**src/rtl/gsp_pkg.sv**
```systemverilog
package gsp_pkg;

	localparam int unsigned DATA_W   = 8;
	localparam int unsigned SEPT_W   = 7;
	localparam int unsigned CNT_W    = 8;
	localparam int unsigned ACC_W    = 14;
	localparam int unsigned HELD_W   = 4;
	localparam int unsigned PADDR_W  = 3;
	localparam int unsigned PDATA_W  = 32;

	localparam logic [SEPT_W-1:0] SEPTET_MASK = 7'h7f;

	// Word index of the mode register.
	localparam logic REG_UNPACK_MODE = 1'b0;

	// Depth of the result queue; must be at least two.
	localparam int unsigned OUT_DEPTH_DEF = 4;

	typedef struct packed {
		logic [DATA_W-1:0] data;
		logic              last;
	} res_t;

endpackage

```
**src/rtl/gsp_in_if.sv**
```systemverilog
interface gsp_in_if;
	logic                         valid;
	logic                         ready;
	logic [gsp_pkg::DATA_W-1:0]   in_data;
	logic                         in_last;
	logic [gsp_pkg::CNT_W-1:0]    septet_total;

	modport source (output valid, in_data, in_last, septet_total, input ready);
	modport sink   (input valid, in_data, in_last, septet_total, output ready);
endinterface

```
**src/rtl/gsp_out_if.sv**
```systemverilog
interface gsp_out_if;
	logic                         valid;
	logic                         ready;
	logic [gsp_pkg::DATA_W-1:0]   out_data;
	logic                         out_last;

	modport source (output valid, out_data, out_last, input ready);
	modport sink   (input valid, out_data, out_last, output ready);
endinterface

```
**src/rtl/gsm_septet_packer_unpacker_top.sv**
```systemverilog
// GSM 7-bit septet packer/unpacker (SMS user data, LSB first). Register 0 (unpack_mode)
// selects packing septets into octets (0) or unpacking octets into septets (1); writing it
// restarts the message. Each accepted transaction updates a 14-bit bit accumulator and
// pushes zero, one or two results into an OUT_DEPTH-entry result queue. An input
// transaction is accepted in any cycle in which the queue has room for two results, so
// inputs can arrive every cycle; the output side drains one result per cycle while ready is
// high, which sets the sustained rate: one item per cycle when packing, while unpacking takes
// octets more slowly than septets leave, since eight septets come out of seven octets. Packing with
// in_last set always yields at least one octet, zero padded; unpacking stops at
// septet_total characters and drops the pad bits.
module gsm_septet_packer_unpacker_top #(
	parameter int unsigned OUT_DEPTH = gsp_pkg::OUT_DEPTH_DEF
) (
	input  logic                          clk,
	input  logic                          arst_n,
	gsp_in_if.sink                        in_ch,
	gsp_out_if.source                     out_ch,
	input  logic                          psel,
	input  logic                          penable,
	input  logic                          pwrite,
	input  logic [gsp_pkg::PADDR_W-1:0]   paddr,
	input  logic [gsp_pkg::PDATA_W-1:0]   pwdata,
	output logic [gsp_pkg::PDATA_W-1:0]   prdata,
	output logic                          pready
);

	localparam int unsigned PTR_W = (OUT_DEPTH > 1) ? $clog2(OUT_DEPTH) : 1;
	localparam int unsigned QCNT_W = $clog2(OUT_DEPTH + 1);
	localparam int unsigned ACC_W = gsp_pkg::ACC_W;
	localparam int unsigned HELD_W = gsp_pkg::HELD_W;
	localparam int unsigned CNT_W = gsp_pkg::CNT_W;
	localparam int unsigned DATA_W = gsp_pkg::DATA_W;
	localparam int unsigned SEPT_W = gsp_pkg::SEPT_W;

	function automatic logic [PTR_W-1:0] ptr_inc(input logic [PTR_W-1:0] ptr);
		logic [PTR_W-1:0] nxt;
		nxt = (ptr == PTR_W'(OUT_DEPTH - 1)) ? '0 : ptr + 1'b1;
		return nxt;
	endfunction

	// message state
	logic                 mode_q;
	logic [ACC_W-1:0]     acc_q, acc_n;
	logic [HELD_W-1:0]    held_q, held_n;
	logic [CNT_W-1:0]     emitted_q, emitted_n;

	// result queue
	gsp_pkg::res_t        mem_q [OUT_DEPTH];
	logic [PTR_W-1:0]     rd_q, wr_q, wr_p1, wr_p2;
	logic [QCNT_W-1:0]    qcnt_q;

	// per-item work
	logic [ACC_W-1:0]     p_acc, u_acc;
	logic [HELD_W-1:0]    p_sum, u_sum;
	logic [CNT_W-1:0]     cnt1, cnt2;
	logic [1:0]           res_n;
	gsp_pkg::res_t        res0, res1;

	logic                 in_fire, out_fire, cfg_wr;

	assign cfg_wr   = psel && penable && pwrite && pready;
	assign pready   = 1'b1;
	assign prdata   = (paddr[2] == gsp_pkg::REG_UNPACK_MODE) ?
	                  {{(gsp_pkg::PDATA_W-1){1'b0}}, mode_q} : '0;

	assign in_ch.ready = (qcnt_q <= QCNT_W'(OUT_DEPTH - 2));
	assign in_fire     = in_ch.valid && in_ch.ready;
	assign out_ch.valid = (qcnt_q != '0);
	assign out_fire    = out_ch.valid && out_ch.ready;
	assign out_ch.out_data = mem_q[rd_q].data;
	assign out_ch.out_last = mem_q[rd_q].last;

	assign p_acc = acc_q | (ACC_W'(in_ch.in_data[SEPT_W-1:0] & gsp_pkg::SEPTET_MASK) << held_q);
	assign p_sum = held_q + HELD_W'(7);
	assign u_acc = acc_q | (ACC_W'(in_ch.in_data) << held_q);
	assign u_sum = held_q + HELD_W'(8);
	assign cnt1  = emitted_q + 1'b1;
	assign cnt2  = emitted_q + CNT_W'(2);

	always_comb begin
		acc_n     = acc_q;
		held_n    = held_q;
		emitted_n = emitted_q;
		res_n     = 2'd0;
		res0      = '0;
		res1      = '0;
		if (!mode_q) begin
			if (p_sum >= HELD_W'(8)) begin
				res0   = '{data: p_acc[DATA_W-1:0], last: 1'b0};
				res_n  = 2'd1;
				acc_n  = p_acc >> DATA_W;
				held_n = p_sum - HELD_W'(8);
			end else begin
				acc_n  = p_acc;
				held_n = p_sum;
			end
			if (in_ch.in_last) begin
				// flush leftover bits as a zero-padded octet
				if (held_n != '0) begin
					if (res_n == 2'd1) begin
						res1  = '{data: acc_n[DATA_W-1:0], last: 1'b1};
						res_n = 2'd2;
					end else begin
						res0  = '{data: acc_n[DATA_W-1:0], last: 1'b1};
						res_n = 2'd1;
					end
				end else begin
					res0.last = 1'b1;
				end
				acc_n     = '0;
				held_n    = '0;
				emitted_n = '0;
			end
		end else begin
			if (emitted_q < in_ch.septet_total) begin
				res0  = '{data: {1'b0, u_acc[SEPT_W-1:0]}, last: (cnt1 == in_ch.septet_total)};
				res_n = 2'd1;
				if ((u_sum >= HELD_W'(14)) && (cnt1 < in_ch.septet_total)) begin
					res1 = '{data: {1'b0, u_acc[2*SEPT_W-1:SEPT_W]},
					         last: (cnt2 == in_ch.septet_total)};
					res_n     = 2'd2;
					acc_n     = '0;
					held_n    = u_sum - HELD_W'(14);
					emitted_n = cnt2;
				end else begin
					acc_n     = u_acc >> SEPT_W;
					held_n    = u_sum - HELD_W'(7);
					emitted_n = cnt1;
				end
				// count reached: drop pad bits
				if (emitted_n >= in_ch.septet_total) begin
					acc_n  = '0;
					held_n = '0;
				end
			end
			if (in_ch.in_last) begin
				if (res_n == 2'd1) begin
					res0.last = 1'b1;
				end
				if (res_n == 2'd2) begin
					res1.last = 1'b1;
				end
				acc_n     = '0;
				held_n    = '0;
				emitted_n = '0;
			end
		end
	end

	always_ff @(posedge clk or negedge arst_n) begin
		if (!arst_n) begin
			mode_q    <= 1'b0;
			acc_q     <= '0;
			held_q    <= '0;
			emitted_q <= '0;
		end else if (cfg_wr) begin
			if (paddr[2] == gsp_pkg::REG_UNPACK_MODE) begin
				mode_q    <= pwdata[0];
				acc_q     <= '0;
				held_q    <= '0;
				emitted_q <= '0;
			end
		end else if (in_fire) begin
			acc_q     <= acc_n;
			held_q    <= held_n;
			emitted_q <= emitted_n;
		end
	end

	assign wr_p1 = ptr_inc(wr_q);
	assign wr_p2 = ptr_inc(wr_p1);

	always_ff @(posedge clk) begin
		if (in_fire) begin
			if (res_n != 2'd0) begin
				mem_q[wr_q] <= res0;
			end
			if (res_n == 2'd2) begin
				mem_q[wr_p1] <= res1;
			end
		end
	end

	always_ff @(posedge clk or negedge arst_n) begin
		if (!arst_n) begin
			rd_q   <= '0;
			wr_q   <= '0;
			qcnt_q <= '0;
		end else begin
			if (out_fire) begin
				rd_q <= ptr_inc(rd_q);
			end
			if (in_fire) begin
				case (res_n)
					2'd1:    wr_q <= wr_p1;
					2'd2:    wr_q <= wr_p2;
					default: wr_q <= wr_q;
				endcase
			end
			qcnt_q <= qcnt_q + (in_fire ? QCNT_W'(res_n) : '0) - QCNT_W'(out_fire);
		end
	end

endmodule

```
**src/flat_wrapper.sv**
```systemverilog
// flat-port wrapper written by rule: the top's interface ports become plain ports
module gsm_septet_packer_unpacker_top_flat 
#(
	parameter int unsigned OUT_DEPTH = gsp_pkg::OUT_DEPTH_DEF
)
  (clk, arst_n, psel, penable, pwrite, paddr, pwdata, prdata, pready, in_ch_valid, in_ch_in_data, in_ch_in_last, in_ch_septet_total, in_ch_ready, out_ch_valid, out_ch_out_data, out_ch_out_last, out_ch_ready);
  gsp_in_if in_ch_i ();
  gsp_out_if out_ch_i ();
  input  logic clk;
  input  logic arst_n;
  input  logic psel;
  input  logic penable;
  input  logic pwrite;
  input  logic [gsp_pkg::PADDR_W-1:0] paddr;
  input  logic [gsp_pkg::PDATA_W-1:0] pwdata;
  output logic [gsp_pkg::PDATA_W-1:0] prdata;
  output logic pready;
  input wire logic [$bits(in_ch_i.valid)-1:0] in_ch_valid;
  input wire logic [$bits(in_ch_i.in_data)-1:0] in_ch_in_data;
  input wire logic [$bits(in_ch_i.in_last)-1:0] in_ch_in_last;
  input wire logic [$bits(in_ch_i.septet_total)-1:0] in_ch_septet_total;
  output wire logic [$bits(in_ch_i.ready)-1:0] in_ch_ready;
  output wire logic [$bits(out_ch_i.valid)-1:0] out_ch_valid;
  output wire logic [$bits(out_ch_i.out_data)-1:0] out_ch_out_data;
  output wire logic [$bits(out_ch_i.out_last)-1:0] out_ch_out_last;
  input wire logic [$bits(out_ch_i.ready)-1:0] out_ch_ready;
  assign in_ch_i.valid = in_ch_valid;
  assign in_ch_i.in_data = in_ch_in_data;
  assign in_ch_i.in_last = in_ch_in_last;
  assign in_ch_i.septet_total = in_ch_septet_total;
  assign in_ch_ready = in_ch_i.ready;
  assign out_ch_valid = out_ch_i.valid;
  assign out_ch_out_data = out_ch_i.out_data;
  assign out_ch_out_last = out_ch_i.out_last;
  assign out_ch_i.ready = out_ch_ready;
  gsm_septet_packer_unpacker_top #(.OUT_DEPTH(OUT_DEPTH)) u_core (.clk(clk), .arst_n(arst_n), .in_ch(in_ch_i), .out_ch(out_ch_i), .psel(psel), .penable(penable), .pwrite(pwrite), .paddr(paddr), .pwdata(pwdata), .prdata(prdata), .pready(pready));
endmodule
```
**config.mk**
```make
export PLATFORM = sky130hd
export DESIGN_NAME = gsm_septet_packer_unpacker_top_flat
export DESIGN_NICKNAME = d
export VERILOG_FILES = /design/src/rtl/gsp_pkg.sv /design/src/rtl/gsp_in_if.sv /design/src/rtl/gsp_out_if.sv /design/src/rtl/gsm_septet_packer_unpacker_top.sv /design/src/flat_wrapper.sv
export SDC_FILE = /design/constraint.sdc
export NUM_CORES = 1
export LEC_CHECK = 0
export ABC_AREA = 1
export ABC_CLOCK_PERIOD_IN_PS = 4300
export BUFFER_PORTS_ARGS = -buffer_cell sky130_fd_sc_hd__buf_2
export CAP_MARGIN = 5
export CELL_PAD_IN_SITES_DETAIL_PLACEMENT = 2
export CELL_PAD_IN_SITES_GLOBAL_PLACEMENT = 2
export CORE_MARGIN = 4
export CORE_UTILIZATION = 32
export DETAILED_ROUTE_END_ITERATION = 16
export PLACE_DENSITY_LB_ADDON = 0.1
export SLEW_MARGIN = 20
export SYNTH_ARGS = -nofsm -noshare
export SYNTH_HDL_FRONTEND = slang
export SYNTH_SLANG_ARGS = --single-unit
```
**constraint.sdc**
```tcl
create_clock -name clk -period 4.3 [get_ports clk]
set_input_delay 0.86 -clock clk [delete_from_list [all_inputs] [get_ports clk]]
set_output_delay 0.86 -clock clk [all_outputs]
set_load 0.1 [all_outputs]
```
==> metrics.yaml <==
finish:
  mostFrequentLayoutCells: "nand2_1 (280), nand3_1 (111), inv_1 (66), nor2_1 (60), ha_1 (47)"
  mostFrequentLayoutCell: "nand2_1"
  fillers: 2163
  diodes: 0
  area_delta_synth_final_pct: 13.2
  nets: 1009
  stdcell_count: 1135
  design_area_um2: 6750
  drive_gt1_share_pct: 14.1
clocking:
  cts_hold_buf: 0
  cts_tree: "built"
  cts.reportedPaths.clkPinSlew_ns: 0.07
  cts_made_buffers: 9
  clk_latency_ns: 0.35
  root_buffer: "clkbuf_16"
  numClockSinks: 70
  cts_buffer_depth: 2
  cts-htree-levels: 3
min_path:
  hold_path_class: "register to register"
floorplan:
  die_area_um2: 20900
  coreArea_um2: 18100
  start_util_pct: 32.8
  die_x_um: 144
  io_pins: 103
  rows: 49
  die_h_um: 144
timing:
  fin_ws_ns: 0.224
  slew_headroom_pct: 36.5
  post-route-period-util_pct: 94.8
  tightest_slew_ns: 0.953
  whs_ns: 0.477
  fin_crit_ns: 4.08
  slew_violations: 0
  finalHoldViolations: 0
  clock_skew_ns: 0.0129
  setup_viol: 0
  max_freq_ghz: 0.245
global_routing:
  antenna_found_initial: 0
  overflow: 0
  grt_use_total_pct: 20.8
  grt_pass1_vias: 6311
  grt_first_pass_wirelength_mm: 33.9
  grt_max_degree: 35
placement:
  dp_hpwl_mm: 16.5
  place_area_um2: 6320
  io_buffers: 37
  place_ws_ns: -0.00922
  place_congestion: 0.861
  dp.cells: 1114
route:
  routed_wl_mm: 20.8
  vias: 5815
  dr_wl_met3_um: 531
  drc: 0
  wl_met2_mm: 10.1
  dr.pass1.iters: 5
  drtIter0Drc: 251
  vias_per_cell: 5.12
  post_drt_wl_per_cell_um: 18.3
  ant_nets: 0
  routed.top_layer: "met4"
  wl_met1_mm: 9.97
power:
  peakVddDrop_mv: 0.268
  p_sw_mw: 3.08
  power_leakage_nw: 3.44
  power.density_nw_per_um2: 814
  pwr-share-clk_pct: 15.6
  swShare_pct: 56.0
  power_frac_comb_pct: 63.5
  p_seq_share_pct: 20.9
  p_int_mw: 2.42
synth:
  synthXorXnorAreaFrac_pct: 2.20
  synthMuxAreaShare_pct: 0
  synthFlopType: "edfxtp_1"
  synthTopCellsByArea: "edfxtp_1 (18%), nand2_1 (18%), dfrtp_1 (14%), ha_1 (10%), nand3_1 (9.5%)"
  ys_async_sr_fraction_pct: 48.6
  synthSimpleGateAreaFrac_pct: 34.3
  synthAdderAreaFrac_pct: 10.4
  syn_avg_cell_area_um2: 7.00
  netlist_area_um2: 5960
  ys_types: 41
  synth_cells: 851
  yosysWarnings: 0
  synth_top_area_cell: "edfxtp_1"
  synth_compound_area_share_pct: 8.99
  synth_top_area_share_pct: 18.1
  synth_top_family_by_area: "simple AND/OR/NAND/NOR gates"
  ys_ff_latch: 70
  ys_seq_area_share_pct: 32.4
  synth_edf_count: 36
critical_path:
  endpoint_kind: "register"
  critPathArrivalTime_ns: 4.12
  start_kind: "register"
  critical_path.slowest_cell: "dfrtp_2"
  worst-path-buf-inv: 3
  crit_chain: "ha_4 > nand3_2 > nor2_2 > nand2_1 > nand3_1 > o21ai_0 > ha_1 > a21oi_2 > nand3_1 > a21oi_2 > buf_4 > o21ai_1 > o211ai_1 > ha_1 > inv_1 > nor2_2 > nand2_1 > o21ai_0 > buf_4"
  crit_path_max_fanout: 10
  cp.required_ns: 4.35
  cpPeakStageDelay_ns: 0.44
  crit_family: "compound AO/OA/AOI/OAI gates"
  path_class: "register to register"
run:
  drv_cap: 0
run_status:
  status: "finished, final reports clean"
cells by family (layout without fill, tap and decap cells):
family / after synthesis / after routing
AND/OR/NAND/NOR: 485 / 485
buffers and inverters: 139 / 164
AO/OA/AOI/OAI: 94 / 94
flip-flops: 70 / 70
adder cells (fa/ha/maj): 49 / 49
XOR/XNOR: 12 / 12
other: 2 / 32
state kept, by name (all words and copies together) (netlist names):
name and flops:
u_core.held_q 4, u_core.acc_q 14, u_core.qcnt_q 3, u_core.mode_q 1, u_core.rd_q 2, u_core.mem_q 36
u_core.wr_q 2, u_core.emitted_q 8
synth_stat cells, types with 2 or more instances:
library cell and instances:
a21boi_0 2, a21oi_1 14, a21oi_2 3, buf_2 10, buf_4 35, buf_6 3
clkbuf_1 4, clkinv_1 4, conb_1 2, dfrtp_1 34, edfxtp_1 36, ha_1 48
inv_1 66, inv_2 17, nand2_1 280, nand2_2 3, nand3_1 113, nand4_1 12
nor2_1 65, nor2_2 4, nor2_4 2, o211ai_1 2, o21a_1 2, o21ai_0 34
o21ai_1 23, o22ai_1 9, or2_2 2, xor2_1 9
final timing paths:
check	start	end	slack, ns	cells after the start
max	u_core.emitted_q[1]$_DFFE_PN0P_	u_core.mem_q[3][7]$_DFFE_PP_	0.22	19
min reg2reg	u_core.acc_q[6]$_DFFE_PN0P_	u_core.acc_q[6]$_DFFE_PN0P_	0.48	2
min in group asynchronous	arst_n	u_core.emitted_q[3]$_DFFE_PN0P_	0.65	1
min	u_core.acc_q[6]$_DFFE_PN0P_	u_core.acc_q[6]$_DFFE_PN0P_	0.48	2
max reg2reg	u_core.emitted_q[1]$_DFFE_PN0P_	u_core.mem_q[3][7]$_DFFE_PP_	0.22	19
max in group asynchronous	arst_n	u_core.emitted_q[0]$_DFFE_PN0P_	3.00	1
power by group through the flow:
stage	Combinational, mW	Sequential, mW	Clock, mW
finish	3.49	1.15	0.858
global route	3.91	1.17	0.909
CTS	3.50	1.15	0.874
detailed placement	3.46	1.16	0
global placement	3.27	1.14	0
floorplan	2.65	1.08	0
worst reg2reg max path, delay by kind of cell, from the launching register on:
kind / cells / cell delay, ns
DFF: 1 / 0.44
adders and majority gates: 3 / 0.85
AOI/OAI and AO/OA: 6 / 1.00
and+or+nand+nor: 7 / 0.97
buffers and inverters: 3 / 0.52
area by class of cell:
type                            count  area, um2  area share [%]
Clock buffer                        9        225            3.34
Clock inverter                      7        105            1.56
Inverter                           87        327            4.84
Multi-Input combinational cell    672       3500            51.9
Sequential cell                    70       1940            28.7
Tap cell                          229        287            4.25
Timing Repair Buffer               61        365            5.41
metal layers:
| layer | vias up | GRT usage, % |
|---|---|---|
| li1 | 2815 | - |
| met1 | 2894 | 27.5 |
| met2 | 93 | 36.5 |
| met3 | 13 | 2.71 |
| met4 | 0 | 4.03 |
| met5 | - | 0 |
stage by stage:
| stage | utilization (%) | power (mW) | setup TNS, ns |
|---|---|---|---|
| floorplan | - | 3.73 | 0 |
| global placement | 34.9 | 4.42 | 0 |
| detailed placement | 34.9 | 4.62 | -0.0773 |
| CTS | 36.8 | 5.52 | 0 |
| global route | 37.2 | 5.99 | -0.102 |
| finish | 37.2 | 5.50 | 0 |
what timing repair did:
item	in CTS	in global routing
gates cloned	0	0
setup endpoints to repair	52	84
resized for setup	3	14
buffers inserted	1	4
pin swaps	1	3
Power figures use the tool's default switching activity.
